[src/hdl/mer_pkg.sv]
// shared types, widths and codes of the midpoint ellipse rasterizer
package mer_pkg;

    localparam int COORD_BITS = 12;
    localparam int OP_BITS    = 1;
    localparam int OUT_W      = 14;
    localparam int SQ_W       = 2 * COORD_BITS;
    localparam int SLOPE_W    = 3 * COORD_BITS + 4;
    localparam int DEC_W      = 64;
    localparam int MUL_W      = 2 * COORD_BITS + 2;
    localparam int PROD_W     = 2 * MUL_W;
    localparam int SUM_W      = (COORD_BITS + 1 > OUT_W) ? COORD_BITS + 1 : OUT_W;

    localparam logic [OP_BITS-1:0] OP_START = 1'b0;
    localparam logic [OP_BITS-1:0] OP_STEP  = 1'b1;

    typedef enum logic [1:0] {
        PH_IDLE,
        PH_REG1,
        PH_REG2,
        PH_DONE
    } phase_t;

    typedef enum logic [3:0] {
        ST_IDLE,
        ST_SQ_RX,
        ST_SQ_RY,
        ST_INIT_MUL,
        ST_INIT_WR,
        ST_TX_SQ,
        ST_RY2_T,
        ST_TY_SQ,
        ST_RX2_U,
        ST_RX2_RY2,
        ST_DEC_FIX,
        ST_R1_STEP,
        ST_R2_STEP,
        ST_DEC_UPD,
        ST_EMIT
    } ctl_state_t;

    // operand pairs of the shared multiplier
    typedef enum logic [2:0] {
        MUL_RXRX,
        MUL_RYRY,
        MUL_RX2RY,
        MUL_TXTX,
        MUL_RY2P,
        MUL_TYTY,
        MUL_RX2P,
        MUL_RX2RY2
    } mul_sel_t;

    // what the registered product is written into
    typedef enum logic [2:0] {
        WR_NONE,
        WR_RX2,
        WR_RY2,
        WR_INIT,
        WR_DEC_SET,
        WR_DEC_ADD4,
        WR_DEC_SUB4
    } wr_sel_t;

    typedef struct packed {
        logic     load;
        mul_sel_t mul_sel;
        wr_sel_t  wr_sel;
        logic     r1_move;
        logic     r2_move;
        logic     dec_upd;
        logic     emit;
        logic     emit_points;
        logic     emit_done;
    } dp_cmd_t;

    typedef struct packed {
        logic y_zero;
        logic sx_lt_sy;
        logic dec_neg;
        logic dec_pos;
    } dp_status_t;

endpackage

[src/hdl/mer_dp.sv]
// datapath: ellipse state, shared multiplier, decision update and result register
module mer_dp (
    input  logic                                 aclk,
    input  mer_pkg::dp_cmd_t                     cmd,
    output mer_pkg::dp_status_t                  status,
    input  logic [mer_pkg::COORD_BITS-1:0]       in_center_x,
    input  logic [mer_pkg::COORD_BITS-1:0]       in_center_y,
    input  logic [mer_pkg::COORD_BITS-1:0]       in_radius_x,
    input  logic [mer_pkg::COORD_BITS-1:0]       in_radius_y,
    output logic signed [mer_pkg::OUT_W-1:0]     out_right_x,
    output logic signed [mer_pkg::OUT_W-1:0]     out_left_x,
    output logic signed [mer_pkg::OUT_W-1:0]     out_lower_y,
    output logic signed [mer_pkg::OUT_W-1:0]     out_upper_y,
    output logic                                 out_points_valid,
    output logic                                 out_done_res
);

    logic [mer_pkg::COORD_BITS-1:0] cx_reg, cy_reg, rx_reg, ry_reg;
    logic [mer_pkg::COORD_BITS-1:0] x_reg, x_next, y_reg, y_next;
    logic [mer_pkg::SQ_W-1:0]       rx2_reg, rx2_next, ry2_reg, ry2_next;
    logic [mer_pkg::SLOPE_W-1:0]    sx_reg, sx_next, sy_reg, sy_next;
    logic [mer_pkg::DEC_W-1:0]      dec_reg, dec_next;
    logic [mer_pkg::PROD_W-1:0]     prod_reg, prod_next;
    logic                           diag_reg, diag_next;
    logic                           r2_reg, r2_next;

    logic [mer_pkg::MUL_W-1:0]      mul_a, mul_b;
    logic [mer_pkg::COORD_BITS:0]   tx;
    logic [mer_pkg::COORD_BITS-1:0] ty;
    logic [mer_pkg::DEC_W-1:0]      prod_ext;
    logic [mer_pkg::DEC_W-1:0]      step_inc;
    logic [mer_pkg::DEC_W-1:0]      base_term, sx_term, sy_term;

    logic [mer_pkg::SUM_W-1:0]      sum_rx, sum_lx, sum_ly, sum_uy;
    logic signed [mer_pkg::OUT_W-1:0] rx_out_reg, lx_out_reg, ly_out_reg, uy_out_reg;
    logic                           pv_reg, dn_reg;

    assign tx       = {x_reg, 1'b1};
    assign ty       = y_reg - 1'b1;
    assign prod_ext = mer_pkg::DEC_W'(prod_reg);

    // shared multiplier, product registered every cycle
    always_comb begin
        unique case (cmd.mul_sel)
            mer_pkg::MUL_RXRX: begin
                mul_a = mer_pkg::MUL_W'(rx_reg);
                mul_b = mer_pkg::MUL_W'(rx_reg);
            end
            mer_pkg::MUL_RYRY: begin
                mul_a = mer_pkg::MUL_W'(ry_reg);
                mul_b = mer_pkg::MUL_W'(ry_reg);
            end
            mer_pkg::MUL_RX2RY: begin
                mul_a = mer_pkg::MUL_W'(rx2_reg);
                mul_b = mer_pkg::MUL_W'(ry_reg);
            end
            mer_pkg::MUL_TXTX: begin
                mul_a = mer_pkg::MUL_W'(tx);
                mul_b = mer_pkg::MUL_W'(tx);
            end
            mer_pkg::MUL_RY2P: begin
                mul_a = mer_pkg::MUL_W'(ry2_reg);
                mul_b = prod_reg[mer_pkg::MUL_W-1:0];
            end
            mer_pkg::MUL_TYTY: begin
                mul_a = mer_pkg::MUL_W'(ty);
                mul_b = mer_pkg::MUL_W'(ty);
            end
            mer_pkg::MUL_RX2P: begin
                mul_a = mer_pkg::MUL_W'(rx2_reg);
                mul_b = prod_reg[mer_pkg::MUL_W-1:0];
            end
            mer_pkg::MUL_RX2RY2: begin
                mul_a = mer_pkg::MUL_W'(rx2_reg);
                mul_b = mer_pkg::MUL_W'(ry2_reg);
            end
            default: begin
                mul_a = '0;
                mul_b = '0;
            end
        endcase
        prod_next = mul_a * mul_b;
    end

    // decision increment after a move, using the already moved slope terms
    always_comb begin
        base_term = r2_reg ? mer_pkg::DEC_W'(rx2_reg) : mer_pkg::DEC_W'(ry2_reg);
        sx_term   = (!r2_reg || diag_reg) ? mer_pkg::DEC_W'(sx_reg) : '0;
        sy_term   = (r2_reg || diag_reg) ? mer_pkg::DEC_W'(sy_reg) : '0;
        step_inc  = base_term + sx_term - sy_term;
    end

    always_comb begin
        x_next    = x_reg;
        y_next    = y_reg;
        rx2_next  = rx2_reg;
        ry2_next  = ry2_reg;
        sx_next   = sx_reg;
        sy_next   = sy_reg;
        dec_next  = dec_reg;
        diag_next = diag_reg;
        r2_next   = r2_reg;

        if (cmd.load) begin
            x_next  = '0;
            y_next  = in_radius_y;
            sx_next = '0;
        end

        unique case (cmd.wr_sel)
            mer_pkg::WR_NONE: ;
            mer_pkg::WR_RX2: rx2_next = prod_reg[mer_pkg::SQ_W-1:0];
            mer_pkg::WR_RY2: ry2_next = prod_reg[mer_pkg::SQ_W-1:0];
            mer_pkg::WR_INIT: begin
                sy_next  = {prod_reg[mer_pkg::SLOPE_W-2:0], 1'b0};
                dec_next = (mer_pkg::DEC_W'(ry2_reg) << 2) - (prod_ext << 2)
                         + mer_pkg::DEC_W'(rx2_reg);
            end
            mer_pkg::WR_DEC_SET:  dec_next = prod_ext;
            mer_pkg::WR_DEC_ADD4: dec_next = dec_reg + (prod_ext << 2);
            mer_pkg::WR_DEC_SUB4: dec_next = dec_reg - (prod_ext << 2);
            default: ;
        endcase

        if (cmd.r1_move) begin
            r2_next   = 1'b0;
            x_next    = x_reg + 1'b1;
            sx_next   = sx_reg + mer_pkg::SLOPE_W'({ry2_reg, 1'b0});
            diag_next = !status.dec_neg;
            if (!status.dec_neg) begin
                y_next  = y_reg - 1'b1;
                sy_next = sy_reg - mer_pkg::SLOPE_W'({rx2_reg, 1'b0});
            end
        end

        if (cmd.r2_move) begin
            r2_next   = 1'b1;
            y_next    = y_reg - 1'b1;
            sy_next   = sy_reg - mer_pkg::SLOPE_W'({rx2_reg, 1'b0});
            diag_next = !status.dec_pos;
            if (!status.dec_pos) begin
                x_next  = x_reg + 1'b1;
                sx_next = sx_reg + mer_pkg::SLOPE_W'({ry2_reg, 1'b0});
            end
        end

        if (cmd.dec_upd) begin
            dec_next = dec_reg + (step_inc << 2);
        end
    end

    assign status.y_zero   = (y_reg == '0);
    assign status.sx_lt_sy = (sx_reg < sy_reg);
    assign status.dec_neg  = dec_reg[mer_pkg::DEC_W-1];
    assign status.dec_pos  = (dec_reg != '0) && !dec_reg[mer_pkg::DEC_W-1];

    assign sum_rx = mer_pkg::SUM_W'(cx_reg) + mer_pkg::SUM_W'(x_reg);
    assign sum_lx = mer_pkg::SUM_W'(cx_reg) - mer_pkg::SUM_W'(x_reg);
    assign sum_ly = mer_pkg::SUM_W'(cy_reg) + mer_pkg::SUM_W'(y_reg);
    assign sum_uy = mer_pkg::SUM_W'(cy_reg) - mer_pkg::SUM_W'(y_reg);

    always_ff @(posedge aclk) begin
        if (cmd.load) begin
            cx_reg <= in_center_x;
            cy_reg <= in_center_y;
            rx_reg <= in_radius_x;
            ry_reg <= in_radius_y;
        end
        x_reg    <= x_next;
        y_reg    <= y_next;
        rx2_reg  <= rx2_next;
        ry2_reg  <= ry2_next;
        sx_reg   <= sx_next;
        sy_reg   <= sy_next;
        dec_reg  <= dec_next;
        diag_reg <= diag_next;
        r2_reg   <= r2_next;
        prod_reg <= prod_next;
        if (cmd.emit) begin
            if (cmd.emit_points) begin
                rx_out_reg <= sum_rx[mer_pkg::OUT_W-1:0];
                lx_out_reg <= sum_lx[mer_pkg::OUT_W-1:0];
                ly_out_reg <= sum_ly[mer_pkg::OUT_W-1:0];
                uy_out_reg <= sum_uy[mer_pkg::OUT_W-1:0];
                dn_reg     <= status.y_zero;
            end else begin
                rx_out_reg <= '0;
                lx_out_reg <= '0;
                ly_out_reg <= '0;
                uy_out_reg <= '0;
                dn_reg     <= cmd.emit_done;
            end
            pv_reg <= cmd.emit_points;
        end
    end

    assign out_right_x      = rx_out_reg;
    assign out_left_x       = lx_out_reg;
    assign out_lower_y      = ly_out_reg;
    assign out_upper_y      = uy_out_reg;
    assign out_points_valid = pv_reg;
    assign out_done_res     = dn_reg;

endmodule

[src/hdl/mer_ctrl.sv]
// controller: sequencing state machine, ellipse phase and result handshake
module mer_ctrl (
    input  logic                              aclk,
    input  logic                              aresetn,
    input  logic                              s_valid,
    output logic                              s_ready,
    input  logic [mer_pkg::OP_BITS-1:0]       s_op,
    output logic                              m_valid,
    input  logic                              m_ready,
    output mer_pkg::dp_cmd_t                  cmd,
    input  mer_pkg::dp_status_t               status
);

    mer_pkg::ctl_state_t state_reg, state_next;
    mer_pkg::phase_t     phase_reg, phase_next;
    logic                pts_reg, pts_next;
    logic                m_valid_reg, m_valid_next;
    logic                accept;
    logic                can_emit;

    assign s_ready  = (state_reg == mer_pkg::ST_IDLE);
    assign accept   = s_valid && s_ready;
    assign can_emit = !m_valid_reg || m_ready;
    assign m_valid  = m_valid_reg;

    // next state
    always_comb begin
        state_next = state_reg;
        unique case (state_reg)
            mer_pkg::ST_IDLE: begin
                if (accept) begin
                    if (s_op == mer_pkg::OP_START) begin
                        state_next = mer_pkg::ST_SQ_RX;
                    end else begin
                        unique case (phase_reg)
                            mer_pkg::PH_REG1: state_next = status.sx_lt_sy ?
                                mer_pkg::ST_R1_STEP : mer_pkg::ST_TX_SQ;
                            mer_pkg::PH_REG2: state_next = mer_pkg::ST_R2_STEP;
                            default:          state_next = mer_pkg::ST_EMIT;
                        endcase
                    end
                end
            end
            mer_pkg::ST_SQ_RX:    state_next = mer_pkg::ST_SQ_RY;
            mer_pkg::ST_SQ_RY:    state_next = mer_pkg::ST_INIT_MUL;
            mer_pkg::ST_INIT_MUL: state_next = mer_pkg::ST_INIT_WR;
            mer_pkg::ST_INIT_WR:  state_next = mer_pkg::ST_EMIT;
            mer_pkg::ST_TX_SQ:    state_next = mer_pkg::ST_RY2_T;
            mer_pkg::ST_RY2_T:    state_next = mer_pkg::ST_TY_SQ;
            mer_pkg::ST_TY_SQ:    state_next = mer_pkg::ST_RX2_U;
            mer_pkg::ST_RX2_U:    state_next = mer_pkg::ST_RX2_RY2;
            mer_pkg::ST_RX2_RY2:  state_next = mer_pkg::ST_DEC_FIX;
            mer_pkg::ST_DEC_FIX:  state_next = mer_pkg::ST_R2_STEP;
            mer_pkg::ST_R1_STEP:  state_next = mer_pkg::ST_DEC_UPD;
            mer_pkg::ST_R2_STEP:  state_next = mer_pkg::ST_DEC_UPD;
            mer_pkg::ST_DEC_UPD:  state_next = mer_pkg::ST_EMIT;
            mer_pkg::ST_EMIT: begin
                if (can_emit) state_next = mer_pkg::ST_IDLE;
            end
            default: state_next = mer_pkg::ST_IDLE;
        endcase
    end

    // datapath commands
    always_comb begin
        cmd             = '0;
        cmd.mul_sel     = mer_pkg::MUL_RXRX;
        cmd.wr_sel      = mer_pkg::WR_NONE;
        cmd.emit_points = pts_reg;
        cmd.emit_done   = (phase_reg == mer_pkg::PH_DONE);
        unique case (state_reg)
            mer_pkg::ST_IDLE: cmd.load = accept && (s_op == mer_pkg::OP_START);
            mer_pkg::ST_SQ_RX: cmd.mul_sel = mer_pkg::MUL_RXRX;
            mer_pkg::ST_SQ_RY: begin
                cmd.wr_sel  = mer_pkg::WR_RX2;
                cmd.mul_sel = mer_pkg::MUL_RYRY;
            end
            mer_pkg::ST_INIT_MUL: begin
                cmd.wr_sel  = mer_pkg::WR_RY2;
                cmd.mul_sel = mer_pkg::MUL_RX2RY;
            end
            mer_pkg::ST_INIT_WR: cmd.wr_sel = mer_pkg::WR_INIT;
            mer_pkg::ST_TX_SQ:   cmd.mul_sel = mer_pkg::MUL_TXTX;
            mer_pkg::ST_RY2_T:   cmd.mul_sel = mer_pkg::MUL_RY2P;
            mer_pkg::ST_TY_SQ: begin
                cmd.wr_sel  = mer_pkg::WR_DEC_SET;
                cmd.mul_sel = mer_pkg::MUL_TYTY;
            end
            mer_pkg::ST_RX2_U: cmd.mul_sel = mer_pkg::MUL_RX2P;
            mer_pkg::ST_RX2_RY2: begin
                cmd.wr_sel  = mer_pkg::WR_DEC_ADD4;
                cmd.mul_sel = mer_pkg::MUL_RX2RY2;
            end
            mer_pkg::ST_DEC_FIX: cmd.wr_sel = mer_pkg::WR_DEC_SUB4;
            mer_pkg::ST_R1_STEP: cmd.r1_move = 1'b1;
            mer_pkg::ST_R2_STEP: cmd.r2_move = 1'b1;
            mer_pkg::ST_DEC_UPD: cmd.dec_upd = 1'b1;
            mer_pkg::ST_EMIT:    cmd.emit = can_emit;
            default: ;
        endcase
    end

    // ellipse phase, item kind and result valid
    always_comb begin
        phase_next   = phase_reg;
        pts_next     = pts_reg;
        m_valid_next = m_valid_reg && !m_ready;
        if (accept) begin
            if (s_op == mer_pkg::OP_START) begin
                phase_next = mer_pkg::PH_REG1;
                pts_next   = 1'b1;
            end else begin
                pts_next = (phase_reg == mer_pkg::PH_REG1) || (phase_reg == mer_pkg::PH_REG2);
            end
        end
        if (state_reg == mer_pkg::ST_DEC_FIX) begin
            phase_next = mer_pkg::PH_REG2;
        end
        if (state_reg == mer_pkg::ST_EMIT && can_emit) begin
            m_valid_next = 1'b1;
            if (pts_reg && status.y_zero) phase_next = mer_pkg::PH_DONE;
        end
    end

    always_ff @(posedge aclk) begin
        if (!aresetn) begin
            state_reg   <= mer_pkg::ST_IDLE;
            phase_reg   <= mer_pkg::PH_IDLE;
            pts_reg     <= 1'b0;
            m_valid_reg <= 1'b0;
        end else begin
            state_reg   <= state_next;
            phase_reg   <= phase_next;
            pts_reg     <= pts_next;
            m_valid_reg <= m_valid_next;
        end
    end

endmodule

[src/hdl/midpoint_ellipse_rasterizer.sv]
// top level of the midpoint ellipse rasterizer: controller plus datapath
//
//  channel | direction | payload                                       | handshake
//  s_      | in        | op, center_x, center_y, radius_x, radius_y    | s_valid / s_ready
//  m_      | out       | right_x, left_x, lower_y, upper_y,            | m_valid / m_ready
//          |           | points_valid, done_res                        |
//
// one item at a time: a start item runs three squarings/products on the shared
// multiplier, a plain step moves the point, updates the decision and emits, the
// step that switches to region two first runs five products for the new decision
// value, and a step with no ellipse running only emits its answer
// aresetn is synchronous and active low; it clears the sequencer, the phase and m_valid
// the result sits in an output register, so the next item is taken while
// a result still waits on m_ready; a held result only stalls the next emit
module midpoint_ellipse_rasterizer (
    input  logic                               aclk,
    input  logic                               aresetn,
    // item input channel
    input  logic                               s_valid,
    output logic                               s_ready,
    input  logic [mer_pkg::OP_BITS-1:0]        s_op,
    input  logic [mer_pkg::COORD_BITS-1:0]     s_center_x,
    input  logic [mer_pkg::COORD_BITS-1:0]     s_center_y,
    input  logic [mer_pkg::COORD_BITS-1:0]     s_radius_x,
    input  logic [mer_pkg::COORD_BITS-1:0]     s_radius_y,
    // result channel
    output logic                               m_valid,
    input  logic                               m_ready,
    output logic signed [mer_pkg::OUT_W-1:0]   m_right_x,
    output logic signed [mer_pkg::OUT_W-1:0]   m_left_x,
    output logic signed [mer_pkg::OUT_W-1:0]   m_lower_y,
    output logic signed [mer_pkg::OUT_W-1:0]   m_upper_y,
    output logic                               m_points_valid,
    output logic                               m_done_res
);

    // command and status between sequencer and datapath
    mer_pkg::dp_cmd_t    cmd;
    mer_pkg::dp_status_t status;

    // sequencer: decodes op against the phase, steps the multiplier schedule
    mer_ctrl u_ctrl (
        .aclk    (aclk),
        .aresetn (aresetn),
        .s_valid (s_valid),
        .s_ready (s_ready),
        .s_op    (s_op),
        .m_valid (m_valid),
        .m_ready (m_ready),
        .cmd     (cmd),
        .status  (status)
    );

    // datapath: offsets, slope terms, 64-bit decision value, mirrored points
    mer_dp u_dp (
        .aclk             (aclk),
        .cmd              (cmd),
        .status           (status),
        .in_center_x      (s_center_x),
        .in_center_y      (s_center_y),
        .in_radius_x      (s_radius_x),
        .in_radius_y      (s_radius_y),
        .out_right_x      (m_right_x),
        .out_left_x       (m_left_x),
        .out_lower_y      (m_lower_y),
        .out_upper_y      (m_upper_y),
        .out_points_valid (m_points_valid),
        .out_done_res     (m_done_res)
    );

endmodule

[config.mk]
export PLATFORM = sky130hd
export DESIGN_NAME = midpoint_ellipse_rasterizer
export DESIGN_NICKNAME = d
export VERILOG_FILES = /design/src/hdl/mer_pkg.sv /design/src/hdl/mer_dp.sv /design/src/hdl/mer_ctrl.sv /design/src/hdl/midpoint_ellipse_rasterizer.sv
export SDC_FILE = /design/constraint.sdc
export NUM_CORES = 2
export LEC_CHECK = 0
export ABC_CLOCK_PERIOD_IN_PS = 12500
export BUFFER_PORTS_ARGS = -buffer_cell sky130_fd_sc_hd__buf_2
export CORE_ASPECT_RATIO = 1.4
export CORE_MARGIN = 5
export CORE_UTILIZATION = 30
export DETAILED_ROUTE_END_ITERATION = 8
export GPL_TIMING_DRIVEN = 0
export SETUP_SLACK_MARGIN = 0.1
export SLEW_MARGIN = 0
export SYNTH_ARGS = -nofsm -noshare
export SYNTH_HDL_FRONTEND = slang
export SYNTH_HIERARCHICAL = 1
export SYNTH_SLANG_ARGS = --single-unit
[constraint.sdc]
create_clock -name aclk -period 12.5 [get_ports aclk]
set_input_delay 0.625 -clock aclk [delete_from_list [all_inputs] [get_ports aclk]]
set_output_delay 0.625 -clock aclk [all_outputs]
set_load 0.02 [all_outputs]
==> out/metrics.cfg <==
[global_routing]
track_usage=0.2319
first_global_vias=55480
antenna_found_initial=7
grt-ovfl-total=0
grt_max_degree=54
grt_pass1_wl_um=354600

[route]
drt_iter0_markers=5549
ant_nets=0
drc=13
drtPass1Iterations=9
via_count=54960
wl_per_cell_um=24.73
vias_per_cell=5.621
finalWirelength_um=241800

[clocking]
cts_buffers=47
clk_latency_ns=0.70
cts.sinks=378
clockRootBuffer=clkbuf_16
cts_tree=yes
htreeDepth=2
clk_pin_slew_ns=0.08
clk_path_buf_depth=3

[die]
die_h_um=529.7
start_util=0.3020
row_count=190
die_area_um2=201900
pin_count=113
core-area_um2=191600
die_w_um=381.2

[run_status]
violations=DRC
status=finished, violations left

[setup_path]
path_max_fanout=10
worst-endpoint-required_ns=13.11
critPathSlowestCell=clkdlybuf4s15_1
cp-start-kind=flop
crit_top_cell=fa_1
crit_type=reg -> reg
r2r_cells=30
end_kind=flop
arrival_ns=12.75
cp_slowest_stage_delay_ns=0.67

[cells_and_area]
final_area_um2=63630
drive_above_1_share=0.05370
area_growth_pct=9.959
nets=8409
fin_util=0.3321
largest_reg_flops=64

[timing]
hold_violations=0
relSlewSlack=0.06407
slew_violations=0
final.setup.tns_ns=0
finalCritPeriodShare=0.9716
finClkSkew_ns=0.05751
worst-slew-pin-transition_ns=1.404
rsz0062_at_grt=no
fin_crit_ns=12.15
setup_viol=0
fmax_mhz=82.33

[hold_path]
hp-class=in -> reg
whs_path_depth=1

[place]
dpl_cell_area_um2=61910
hpwl_um=202400
place_congestion=1.069
io_buffers=110

[flow_run]
drv_cap=0

[yosys]
netlist_area_um2=57870
syn_inst=7056
avgSynthCellArea_um2=8.201
ys_warn_count=6

[final timing paths]
kind | start | slack [ns] | end
worst max-delay path | u_ctrl/state_reg[2] | 0.35 | u_dp/prod_reg[50]
worst min-delay path | s_radius_x[3] | 0.1 | u_dp/rx_reg[3]
worst max register to register | u_ctrl/state_reg[2] | 0.35 | u_dp/prod_reg[50]
worst min register to register | u_ctrl/pts_reg | 0.49 | u_ctrl/pts_reg
[per-stage QoR]
step | instances | hold WS (ns) | setup WS (ns)
after floorplan | 7057 | 0.4454 | 3.258
after global placement | 9663 | 0.4618 | -4.121
after detailed placement | 9689 | 0.4743 | -0.9367
after CTS | 9775 | 0.06160 | 0.1177
after global routing | 9777 | 0.07885 | 0.1788
final | 9778 | 0.09611 | 0.3545
[layer usage]
metal | GRT usage | vias to the layer above | routed length (um)
met3 | 0.03266 | 914 | 17210
met5 | 0 | - | 30
met4 | 0.1991 | 4 | 25970
li1 | - | 24540 | -
met1 | 0.2546 | 26810 | 86080
met2 | 0.3947 | 2690 | 112500
[cell type report]
| type | count | area [um^2] |
|---|---|---|
| clock inverter | 33 | 444.2 |
| inverter | 889 | 3337 |
| clock buffer | 53 | 1199 |
| fill | 20240 | 128000 |
| timing repair buffer | 138 | 823.3 |
| antenna | 1 | 2.502 |
| sequential | 378 | 9719 |
| buffer | 296 | 1210 |
| multi-input combinational | 5494 | 43770 |
| tap | 2496 | 3123 |
[timing repair]
action                                  4_1_cts  5_1_grt
endpoints found under the hold margin         0        0
buffers inserted                              0        2
gates resized for setup                       8       11
gates cloned                                  0        0
pin swaps                                     0        1
endpoints found under the setup margin       12       10
hold buffers                                  0        0
[cell usage in the layout, fill, tap and decap left out, types with 44 or more instances in the layout]
cell type	count
a211oi_1	44
a21o_1	156
a21oi_1	456
a31oi_1	58
and2_1	94
and3_1	51
buf_2	128
clkbuf_1	257
clkbuf_16	47
dfxtp_1	163
edfxtp_1	215
fa_1	540
ha_1	572
inv_1	887
nand2_1	708
nand2b_1	91
nand3_1	124
nand4_1	82
nor2_1	636
nor2b_1	75
nor3_1	95
nor4_1	44
o211ai_1	52
o21a_1	75
o21ai_0	378
o21bai_1	60
or3_1	55
xnor2_1	270
xor2_1	139
[worst max-delay path, delay by kind of cell (launching register included)]
kind                       cells  cell delay, ns
AOI/OAI and AO/OA              6            2.77
xor gates and xnor gates       1            0.18
adders and majority gates      8            3.95
buffers and inverters          9            2.69
DFF                            1            0.37
and+or+nand+nor                6            2.06
Power is not shown: default switching activity piles up to over one toggle a cycle in this logic, so the estimate is an artifact.
